<file path="src/hdl/rpd_pkg.sv">
// Shared types, character codes and decode helpers for the packet deframer.
`default_nettype none

package rpd_pkg;

  localparam logic [7:0] CH_START = 8'h24;  // '$'
  localparam logic [7:0] CH_END   = 8'h23;  // '#'
  localparam logic [7:0] CH_ESC   = 8'h7D;  // '}'
  localparam logic [7:0] CH_STAR  = 8'h2A;  // '*'
  localparam logic [7:0] ESC_XOR  = 8'h20;
  localparam logic [7:0] CH_ACK   = 8'h2B;  // '+'
  localparam logic [7:0] CH_NAK   = 8'h2D;  // '-'

  typedef enum logic [1:0] {
    EV_PAYLOAD = 2'd0,
    EV_RESTART = 2'd1,
    EV_ACCEPT  = 2'd2,
    EV_REJECT  = 2'd3
  } event_kind_t;

  typedef enum logic [3:0] {
    PH_BODY = 4'b0001,
    PH_ESC  = 4'b0010,
    PH_HI   = 4'b0100,
    PH_LO   = 4'b1000
  } phase_t;

  typedef struct packed {
    event_kind_t kind;
    logic [7:0]  payload_byte;
    logic        bad_escape;
    logic [7:0]  sum_received;
    logic [7:0]  sum_computed;
  } result_t;

  function automatic logic [3:0] hex_value(input logic [7:0] c);
    logic [7:0] d;
    begin
      d = 8'h00;
      if (c >= 8'h30 && c <= 8'h39) begin
        d = c - 8'h30;
      end else if (c >= 8'h61 && c <= 8'h66) begin
        d = c - 8'h57;
      end else if (c >= 8'h41 && c <= 8'h46) begin
        d = c - 8'h37;
      end
      return d[3:0];
    end
  endfunction

  function automatic logic is_special(input logic [7:0] c);
    return (c == CH_START) || (c == CH_END) || (c == CH_ESC) || (c == CH_STAR);
  endfunction

endpackage

`default_nettype wire

</file>
<file path="src/hdl/rpd_in_stage.sv">
// Input register for received words, released into the decoder when the result side has room.
`default_nettype none

module rpd_in_stage
  import rpd_pkg::*;
(
  input  wire logic       clk,
  input  wire logic       rst_n,
  input  wire logic       in_valid,
  output logic            in_stall,
  input  wire logic [7:0] in_rx_byte,
  input  wire logic       room,
  output logic            take,
  output logic [7:0]      byte_q
);

  logic       full_r, full_nxt;
  logic [7:0] byte_r;
  logic       load;

  assign take     = full_r & room;
  assign in_stall = full_r & ~room;
  assign load     = in_valid & ~in_stall;
  assign full_nxt = load | (full_r & ~take);
  assign byte_q   = byte_r;

  always_ff @(posedge clk) begin
    if (!rst_n) begin
      full_r <= 1'b0;
    end else begin
      full_r <= full_nxt;
    end
  end

  always_ff @(posedge clk) begin
    if (load) begin
      byte_r <= in_rx_byte;
    end
  end

endmodule

`default_nettype wire

</file>
<file path="src/hdl/rpd_core.sv">
// Framing state, running checksum and per-word decode.
`default_nettype none

module rpd_core
  import rpd_pkg::*;
(
  input  wire logic       clk,
  input  wire logic       rst_n,
  input  wire logic       take,
  input  wire logic [7:0] byte_q,
  output logic            res_ok,
  output result_t         res
);

  phase_t     phase_r, phase_nxt;
  logic [7:0] sum_r, sum_nxt;
  logic [3:0] hi_r, hi_nxt;
  logic [7:0] unesc;
  logic [7:0] rcv;
  logic [7:0] sum_add;

  assign unesc   = byte_q ^ ESC_XOR;
  assign rcv     = {hi_r, hex_value(byte_q)};
  assign sum_add = sum_r + byte_q;

  always_comb begin
    phase_nxt = phase_r;
    sum_nxt   = sum_r;
    hi_nxt    = hi_r;
    res_ok    = 1'b0;
    res       = '{kind: EV_PAYLOAD, payload_byte: 8'h00, bad_escape: 1'b0,
                  sum_received: 8'h00, sum_computed: 8'h00};
    unique case (phase_r)
      PH_ESC: begin
        sum_nxt          = sum_add;
        phase_nxt        = PH_BODY;
        res_ok           = 1'b1;
        res.payload_byte = unesc;
        res.bad_escape   = ~is_special(unesc);
      end
      PH_HI: begin
        hi_nxt    = hex_value(byte_q);
        phase_nxt = PH_LO;
      end
      PH_LO: begin
        sum_nxt          = 8'h00;
        phase_nxt        = PH_BODY;
        res_ok           = 1'b1;
        // a zero checksum is taken as "don't check"
        res.kind         = (rcv != 8'h00 && rcv != sum_r) ? EV_REJECT : EV_ACCEPT;
        res.sum_received = rcv;
        res.sum_computed = sum_r;
      end
      default: begin
        priority if (byte_q == CH_START) begin
          sum_nxt  = 8'h00;
          res_ok   = 1'b1;
          res.kind = EV_RESTART;
        end else if (byte_q == CH_END) begin
          phase_nxt = PH_HI;
        end else if (byte_q == CH_ESC) begin
          sum_nxt   = sum_add;
          phase_nxt = PH_ESC;
        end else begin
          sum_nxt          = sum_add;
          res_ok           = 1'b1;
          res.payload_byte = byte_q;
        end
      end
    endcase
  end

  always_ff @(posedge clk) begin
    if (!rst_n) begin
      phase_r <= PH_BODY;
      sum_r   <= 8'h00;
      hi_r    <= 4'h0;
    end else if (take) begin
      phase_r <= phase_nxt;
      sum_r   <= sum_nxt;
      hi_r    <= hi_nxt;
    end
  end

endmodule

`default_nettype wire

</file>
<file path="src/hdl/rpd_out_stage.sv">
// Result register; holds a word until the consumer drops stall.
`default_nettype none

module rpd_out_stage
  import rpd_pkg::*;
(
  input  wire logic    clk,
  input  wire logic    rst_n,
  input  wire logic    take,
  input  wire logic    res_ok,
  input  wire result_t res,
  output logic         room,
  output logic         out_valid,
  input  wire logic    out_stall,
  output result_t      res_q
);

  logic    valid_r, valid_nxt;
  result_t res_r;
  logic    load;

  assign room      = ~valid_r | ~out_stall;
  assign load      = take & res_ok;
  assign valid_nxt = load | (valid_r & out_stall);
  assign out_valid = valid_r;
  assign res_q     = res_r;

  always_ff @(posedge clk) begin
    if (!rst_n) begin
      valid_r <= 1'b0;
    end else begin
      valid_r <= valid_nxt;
    end
  end

  always_ff @(posedge clk) begin
    if (load) begin
      res_r <= res;
    end
  end

endmodule

`default_nettype wire

</file>
<file path="src/hdl/rsp_packet_deframer.sv">
// Top level of the debugger serial packet deframer.
//
//   channel  dir  handshake              payload
//   in_      in   in_valid / in_stall    in_rx_byte[7:0]
//   out_     out  out_valid / out_stall  out_event_kind[1:0], out_payload_byte[7:0],
//                                        out_bad_escape, out_sum_received[7:0],
//                                        out_sum_computed[7:0]
//
// One word per cycle sustained while out_stall is low. A word is held in the input register
// and then decoded into the result register, whose valid flag drives out_valid.
// Synchronous reset puts the framer in the body phase with a zero sum.
// out_stall holds the result register and, if the input register is also full, in_stall.
// '#' and '}' and the first checksum digit give no result word.
`default_nettype none

module rsp_packet_deframer
  import rpd_pkg::*;
(
  input  wire logic       clk,
  input  wire logic       rst_n,
  input  wire logic       in_valid,
  output logic            in_stall,
  input  wire logic [7:0] in_rx_byte,
  output logic            out_valid,
  input  wire logic       out_stall,
  output logic [1:0]      out_event_kind,
  output logic [7:0]      out_payload_byte,
  output logic            out_bad_escape,
  output logic [7:0]      out_sum_received,
  output logic [7:0]      out_sum_computed
);

  logic       room;
  logic       take;
  logic [7:0] byte_q;
  logic       res_ok;
  result_t    res;
  result_t    res_q;

  rpd_in_stage u_in (
    .clk        (clk),
    .rst_n      (rst_n),
    .in_valid   (in_valid),
    .in_stall   (in_stall),
    .in_rx_byte (in_rx_byte),
    .room       (room),
    .take       (take),
    .byte_q     (byte_q)
  );

  rpd_core u_core (
    .clk    (clk),
    .rst_n  (rst_n),
    .take   (take),
    .byte_q (byte_q),
    .res_ok (res_ok),
    .res    (res)
  );

  rpd_out_stage u_out (
    .clk       (clk),
    .rst_n     (rst_n),
    .take      (take),
    .res_ok    (res_ok),
    .res       (res),
    .room      (room),
    .out_valid (out_valid),
    .out_stall (out_stall),
    .res_q     (res_q)
  );

  assign out_event_kind   = res_q.kind;
  assign out_payload_byte = res_q.payload_byte;
  assign out_bad_escape   = res_q.bad_escape;
  assign out_sum_received = res_q.sum_received;
  assign out_sum_computed = res_q.sum_computed;

`ifndef NO_ASSERTIONS
  a_verdict_match: assert property (@(posedge clk) disable iff (!rst_n)
    out_valid && (res_q.kind == EV_ACCEPT) |->
      (res_q.sum_received == 8'h00) || (res_q.sum_received == res_q.sum_computed))
    else $error("accept with mismatching checksum");

  a_verdict_reject: assert property (@(posedge clk) disable iff (!rst_n)
    out_valid && (res_q.kind == EV_REJECT) |->
      (res_q.sum_received != 8'h00) && (res_q.sum_received != res_q.sum_computed))
    else $error("reject with matching or zero checksum");

  a_no_sums_on_data: assert property (@(posedge clk) disable iff (!rst_n)
    out_valid && ((res_q.kind == EV_PAYLOAD) || (res_q.kind == EV_RESTART)) |->
      (res_q.sum_received == 8'h00) && (res_q.sum_computed == 8'h00))
    else $error("checksum fields set on data or restart word");

  a_no_overwrite: assert property (@(posedge clk) disable iff (!rst_n)
    out_valid && out_stall |-> !take)
    else $error("decoder advanced while result register held");
`endif

endmodule

`default_nettype wire
</file>
<file path="config.mk">
export PLATFORM = sky130hd
export DESIGN_NAME = rsp_packet_deframer
export DESIGN_NICKNAME = d
export VERILOG_FILES = /design/src/hdl/rpd_pkg.sv /design/src/hdl/rpd_in_stage.sv /design/src/hdl/rpd_core.sv /design/src/hdl/rpd_out_stage.sv /design/src/hdl/rsp_packet_deframer.sv
export SDC_FILE = /design/constraint.sdc
export NUM_CORES = 1
export LEC_CHECK = 0
export BUFFER_PORTS_ARGS = -buffer_cell sky130_fd_sc_hd__buf_4
export CAP_MARGIN = 25
export CORE_MARGIN = 2
export CORE_UTILIZATION = 61
export CTS_CLUSTER_DIAMETER = 60
export DETAILED_ROUTE_END_ITERATION = 7
export PLACE_DENSITY = 0.9
export SETUP_SLACK_MARGIN = 0.02
export SLEW_MARGIN = 15
export SYNTH_ARGS = -nofsm -noshare
export SYNTH_HDL_FRONTEND = slang
export SYNTH_SLANG_ARGS = --single-unit
</file>
<file path="constraint.sdc">
create_clock -name clk -period 3.8 [get_ports clk]
set_input_delay 0.38 -clock clk [delete_from_list [all_inputs] [get_ports clk]]
set_output_delay 0.38 -clock clk [all_outputs]
set_load 0.05 [all_outputs]
</file>
==> results.ini, run 1 <==
[outcome]
status=finished clean

[logic_synthesis]
synth_fa_ha_area_share_pct=5.54
synthFlopType=edfxtp_1
synth_area_mm2=0.00285
avgSynthCellArea_um2=10.4
synth-edff-count=35
synthArstFlopShare_pct=0
synthSimpleGateAreaFrac_pct=21.4
syn_inst=273
syn_nets=297
yosysUniqueCellTypes=54
synth_seq_area_share_pct=49.6
ys_ff_latch=53
synth_top_family_by_area=simple AND/OR/NAND/NOR gates
synth-xor-area-share_pct=4.61
synth_compound_area_share_pct=14.3
ys_warn_count=0
synth_mux_area_share_pct=1.85

[route]
wl_met3_um=394
wl_per_cell_um=15.9
vias_per_cell=6.02
route.final.wire_length_um=5770
first_pass_iters=5
vias=2180
first_iter_violations=128
wl_met1_um=2340
remaining_drc_errors=0
postRouteAntennaNets=0
top_layer=met4
wl_met2_um=2950

[pwr]
leakage_nw=1.30
powerDensity_mw_per_mm2=372
pwr-share-comb_pct=14.7
switching_share_pct=27.5
p_int_mw=0.883
vdd_drop_max_uv=217
power_frac_seq_pct=54.8
power.share.clock_pct=30.5
p_sw_mw=0.336

[die]
start_util_pct=64.5
die_width_um=72.3
die-area_mm2=0.00523
die_y_um=72.3
coreArea_mm2=0.00441
std_cell_rows=24
io_pins=41

[worst_setup_path]
critPathMaxStageDelay_ns=0.57
critPathKind=register to register
crit_top_cell=inv_1
arrival_ns=2.79
start_kind=register
cp_cell_sequence=inv_1, ha_1, nand4_1, nor3b_1, o21a_1, nor2_1, o21ai_1, inv_1
cp.required_ns=3.70
cp-end-kind=register
critPathSlowestCell=edfxtp_1
crit_fanout=27

[sta]
timing.final.crit_share_pct=76.1
slew_headroom_pct=34.5
worst_clock_skew_ns=0.0122
setup_tns_ns=0
clock.fmax_mhz=346
rsz0062_at_grt=false
slew_viol_final=0
hold_viol=0
setup_viol=0
tightest_slew_ns=0.981
layout_min_cycle_time_ns=2.89

[min_path]
hold_path.class=primary input to register

[placed_design]
place_area_mm2=0.00316
io_buffers=40
gp_congestion=0.928
hpwl_um=4200

[global_routing]
grt_first_pass_wirelength_um=9760
grt_usage_pct=24.2
gr-total-overflow=0
grt_max_degree=28
antenna_found_initial=0
grt_pass1_vias=2069

[clocking]
cts_buffer_depth=2
cts_max_level=2
cts_root_buffer=clkbuf_8
cts_resized=0
cts_setup_buffers=0
cts_tree=done
cts_buffers=5
clk_latency_ns=0.32
clock-sinks=53
cts.clk_slew.worst_paths_ns=0.10
cts_hold_buffers=0

[final_layout]
multi_input_area_mm2=0.00136
drive_above_1_share_pct=19.0
nets=333
area_growth_pct=14.9
register_area_mm2=0.00141
post-route-cell-area_mm2=0.00327
antenna_cells=0
nFillCells=297

[job]
maxCapViolations=0

[final cells by class]
type	count	share of cell area [%]
multi-input cells	203	41.6
well taps	52	1.99
repair buffers	40	9.17
clock inverters	2	0.612
flip-flops and latches	53	43.1
inverters	6	0.688
clock buffers	6	2.87
[power groups by stage]
| stage | combinational, mW | sequential [mW] | clock, mW |
|---|---|---|---|
| floorplan | 0.0972 | 0.710 | 0 |
| global placement | 0.175 | 0.678 | 0 |
| detailed placement | 0.178 | 0.680 | 0 |
| CTS | 0.180 | 0.667 | 0.374 |
| global route | 0.195 | 0.671 | 0.399 |
| finish | 0.180 | 0.667 | 0.372 |
[critical path, delay by kind of cell, from the launching register on]
kind,cells,cell delay (ns)
buf+inv,2,0.62
flops,1,0.57
fa+ha+maj,1,0.25
compound gates,2,0.41
simple gates,3,0.62
[Yosys cell counts, types with 2 or more instances]
| library cell | count | area share (%) |
|---|---|---|
| a21oi_1 | 19 | 3.3 |
| and2_1 | 15 | 3.3 |
| nand2_1 | 17 | 2.2 |
| xnor2_1 | 9 | 2.8 |
| xor2_1 | 6 | 1.8 |
| nor3_1 | 7 | 1.2 |
| clkbuf_1 | 6 | 0.79 |
| o21bai_1 | 2 | 0.53 |
| nor2b_1 | 7 | 1.5 |
| a21o_1 | 4 | 1.1 |
| mux2i_1 | 3 | 1.1 |
| nand3b_1 | 4 | 1.1 |
| nor3b_1 | 2 | 0.53 |
| o211ai_1 | 3 | 0.79 |
| nand2b_1 | 4 | 0.88 |
| and3_1 | 3 | 0.66 |
| edfxtp_1 | 35 | 37 |
| buf_2 | 4 | 0.70 |
| nand4b_1 | 2 | 0.62 |
| nand3_1 | 12 | 2.1 |
| o21a_1 | 3 | 0.79 |
| dfxtp_1 | 18 | 13 |
| o21ai_0 | 6 | 1.1 |
| nand4_1 | 4 | 0.88 |
| nor4_1 | 3 | 0.66 |
| ha_1 | 11 | 4.8 |
| mux2_2 | 2 | 0.79 |
| nor2_1 | 31 | 4.1 |
| inv_1 | 6 | 0.79 |
[flip-flops by register name, indices dropped and copies added (netlist names)]
name / count
u_out.res_q: 27
u_core.sum_r: 8
u_in.byte_q: 8
u_core.hi_r: 4
u_core.phase_r: 4
u_in.full_r: 1
u_out.out_valid: 1
[path summary, 6_finish.rpt]
| check | from | to | slack (ns) | cells after the start |
|---|---|---|---|---|
| hold reg to reg | u_core.sum_r[5] | u_core.sum_r[5] | 0.53 | 2 |
| setup / recovery | u_in.byte_q[1] | u_out.res_q[10] | 0.91 | 8 |
| setup reg to reg | u_in.byte_q[1] | u_out.res_q[10] | 0.91 | 8 |
| hold / removal | in_rx_byte[4] | u_in.byte_q[4] | 0.23 | 1 |
[cell usage in the layout (no fill, tap or decap), types with 9 or more instances in the layout]
cell type and n:
nand2_1 17, nor2_1 31, nand3_1 12, xnor2_1 9, a21oi_1 19, edfxtp_1 35, buf_4 40, and2_1 15
dfxtp_1 18, ha_1 11
[per-layer routing]
layer  vias up  track usage [%]
met3        10             3.33
met5         -                0
met1      1038             29.7
met4         0             10.3
li1       1066                -
met2        66             42.5
[cells by family after synthesis]
group / Yosys count
xor+xnor: 15
buf+inv: 17
simple gates: 115
fa+ha+maj: 12
flops: 53
mux: 5
compound gates: 56
[stage by stage]
step	hold slack [ns]	cells	utilization (%)	setup slack [ns]	power [mW]
2_1_floorplan	0.468	273	-	1.48	0.807
3_3_place_gp	0.514	354	71.6	1.20	0.853
3_5_place_dp	0.522	354	71.6	0.995	0.859
4_1_cts	0.228	362	74.1	0.875	1.22
5_1_grt	0.222	362	74.1	0.687	1.27
6_report	0.227	362	74.1	0.909	1.22
Power figures use the tool's default switching activity.
==> inputs of run 2 (changes only) <==
--- a/config.mk
+++ b/config.mk
@@ -8,10 +8,10 @@
 export BUFFER_PORTS_ARGS = -buffer_cell sky130_fd_sc_hd__buf_4
 export CAP_MARGIN = 25
 export CORE_MARGIN = 2
-export CORE_UTILIZATION = 61
+export CORE_UTILIZATION = 51
 export CTS_CLUSTER_DIAMETER = 60
 export DETAILED_ROUTE_END_ITERATION = 7
-export PLACE_DENSITY = 0.9
+export PLACE_DENSITY = 0.81
 export SETUP_SLACK_MARGIN = 0.02
 export SLEW_MARGIN = 15
 export SYNTH_ARGS = -nofsm -noshare
==> constraint.sdc (replaced) <==
create_clock -name clk -period 2.43 [get_ports clk]
set_input_delay 0.243 -clock clk [delete_from_list [all_inputs] [get_ports clk]]
set_output_delay 0.243 -clock clk [all_outputs]
set_load 0.05 [all_outputs]
==> run 2 against run 1 <==
- sequential power increased by 54%
- critical path depth decreased by 2
- worst setup slack got worse by 0.78 ns
- non-clock buffer count increased by 8
==> results.ini, run 2 (synthesis results as in run 1) <==
[outcome]
status=finished clean  ; unchanged

[placed_design]
gp_congestion=0.887  ; was 0.928
place_inst=381  ; was 354
io_buffers=40  ; unchanged
hpwl_um=4200  ; about the same

[pwr]
powerDensity_mw_per_mm2=550  ; was 372 mW/mm^2
p_int_mw=1.32  ; was 0.883 mW
power.share.clock_pct=27.5  ; was 30.5%
pwr-share-comb_pct=16.5  ; was 14.7%
p_sw_mw=0.523  ; was 0.336 mW
vdd_drop_max_uv=338  ; was 217 uV
switching_share_pct=28.3  ; was 27.5%
power_frac_seq_pct=56.0  ; was 54.8%
leakage_nw=1.33  ; was 1.30 nW

[global_routing]
grt_first_pass_wirelength_um=9250  ; was 9760 um
grt_usage_pct=19.1  ; was 24.2%
grt_max_degree=28  ; unchanged
gr-total-overflow=0  ; unchanged
grt_pass1_vias=1947  ; was 2069
antenna_found_initial=0  ; unchanged

[clocking]
cts_root_buffer=clkbuf_8  ; unchanged
clock-sinks=53  ; unchanged
clk_latency_ns=0.31  ; was 0.32 ns
cts_buffer_depth=2  ; unchanged
cts_buffers=5  ; unchanged
cts.clk_slew.worst_paths_ns=0.10  ; about the same
cts_tree=done  ; unchanged
cts_max_level=2  ; unchanged

[worst_setup_path]
critPathKind=register to register  ; unchanged
crit_fanout=8  ; was 27
cp-end-kind=register  ; unchanged
cp.required_ns=2.47  ; was 3.70 ns
start_kind=register  ; unchanged
arrival_ns=2.34  ; was 2.79 ns

[sta]
worst_clock_skew_ns=0.00864  ; was 0.0122 ns
slew_headroom_pct=54.9  ; was 34.5%
setup_tns_ns=0  ; unchanged
layout_min_cycle_time_ns=2.30  ; was 2.89 ns
rsz0062_at_grt=false  ; unchanged
setup_viol=0  ; unchanged
hold_viol=0  ; unchanged
tightest_slew_ns=0.676  ; was 0.981 ns
slew_viol_final=0  ; unchanged
timing.final.crit_share_pct=94.7  ; was 76.1%
clock.fmax_mhz=435  ; was 346 MHz

[final_layout]
nFillCells=462  ; was 297
antenna_cells=0  ; unchanged
register_area_mm2=0.00141  ; unchanged
final_cell_mix=46 x buf_4, 35 x edfxtp_1, 31 x nor2_1  ; was 40 x buf_4, 35 x edfxtp_1, 31 x nor2_1
drive_above_1_share_pct=21.7  ; was 19.0%
largest_reg_flops=27  ; unchanged
final_cells=390  ; was 362
area_growth_pct=17.9  ; was 14.9%
nets=341  ; was 333
multi_input_area_mm2=0.00137  ; was 0.00136 mm^2
layout_commonest_cell=buf_4  ; unchanged

[route]
postRouteAntennaNets=0  ; unchanged
route.final.wire_length_um=5800  ; was 5770 um
first_pass_iters=4  ; was 5
wl_per_cell_um=14.9  ; was 15.9 um
remaining_drc_errors=0  ; unchanged
vias=2188  ; was 2180
vias_per_cell=5.61  ; was 6.02
first_iter_violations=121  ; was 128

[die]
std_cell_rows=27  ; was 24
start_util_pct=52.4  ; was 64.5%
die_y_um=78.7  ; was 72.3 um
die_width_um=78.7  ; was 72.3 um
die-area_mm2=0.00620  ; was 0.00523 mm^2
io_pins=41  ; unchanged
coreArea_mm2=0.00544  ; was 0.00441 mm^2

[min_path]
hold_path.class=primary input to register  ; unchanged

[job]
maxCapViolations=0  ; unchanged

run 2: metrics by stage:
stage	instance area (um^2)	setup slack (ns)	hold slack, ns	power [mW]	utilization (%)
after global routing	3360	0.0518	0.0958	1.93	61.7
final	3360	0.129	0.108	1.85	61.7
after detailed placement	3250	0.0882	0.422	1.35	59.7
after floorplan	2850	0.108	0.342	1.26	-
after global placement	3250	0.205	0.421	1.35	59.7
after CTS	3340	0.0827	0.103	1.85	61.5
run 2: layer usage:
| metal | track usage [%] | vias to the layer above | wire length (um) |
|---|---|---|---|
| met2 | 34.0 | 73 | 2960 |
| met1 | 23.8 | 1022 | 2480 |
| met5 | 0 | - | 0 |
| met3 | 2.73 | 11 | 275 |
| met4 | 5.96 | 0 | 88 |
| li1 | - | 1082 | - |
run 2: critical path, cell delays in order, from the launching register on:
cell and delay [ns]:
edfxtp_1 0.52, nand4bb_1 0.41, a21oi_1 0.40, xor2_1 0.17
nand2_1 0.07, o311ai_1 0.30, a41oi_2 0.16
run 2: final timing paths:
path	start	endpoint	slack (ns)	depth (start not counted)
setup / recovery	u_in.byte_q[6]	u_out.res_q[25]	0.13	6
hold / removal	in_rx_byte[4]	u_in.byte_q[4]	0.11	1
setup reg to reg	u_in.byte_q[6]	u_out.res_q[25]	0.13	6
hold reg to reg	u_core.sum_r[0]	u_core.sum_r[0]	0.53	2
run 2: power groups by stage:
stage          Combinational [mW]  Sequential, mW  Clock [mW]
6_report                    0.305            1.03       0.509
4_1_cts                     0.301            1.04       0.514
3_3_place_gp                0.291            1.05           0
2_1_floorplan               0.152            1.11           0
5_1_grt                     0.330            1.04       0.558
3_5_place_dp                0.299            1.06           0
run 2: timing repair:
| item | in CTS | in global routing |
|---|---|---|
| hold buffers | 0 | 0 |
| setup buffers | 0 | 1 |
| endpoints found under the setup margin | 0 | 28 |
| gates resized for setup | 0 | 2 |
run 2: final cells by class:
type,count,share of cell area [%]
Sequential cell,53,42.0
Clock buffer,5,2.05
Multi-Input combinational cell,203,40.8
Timing Repair Buffer,48,11.0
Inverter,6,0.671
Tap cell,72,2.68
Clock inverter,3,0.745
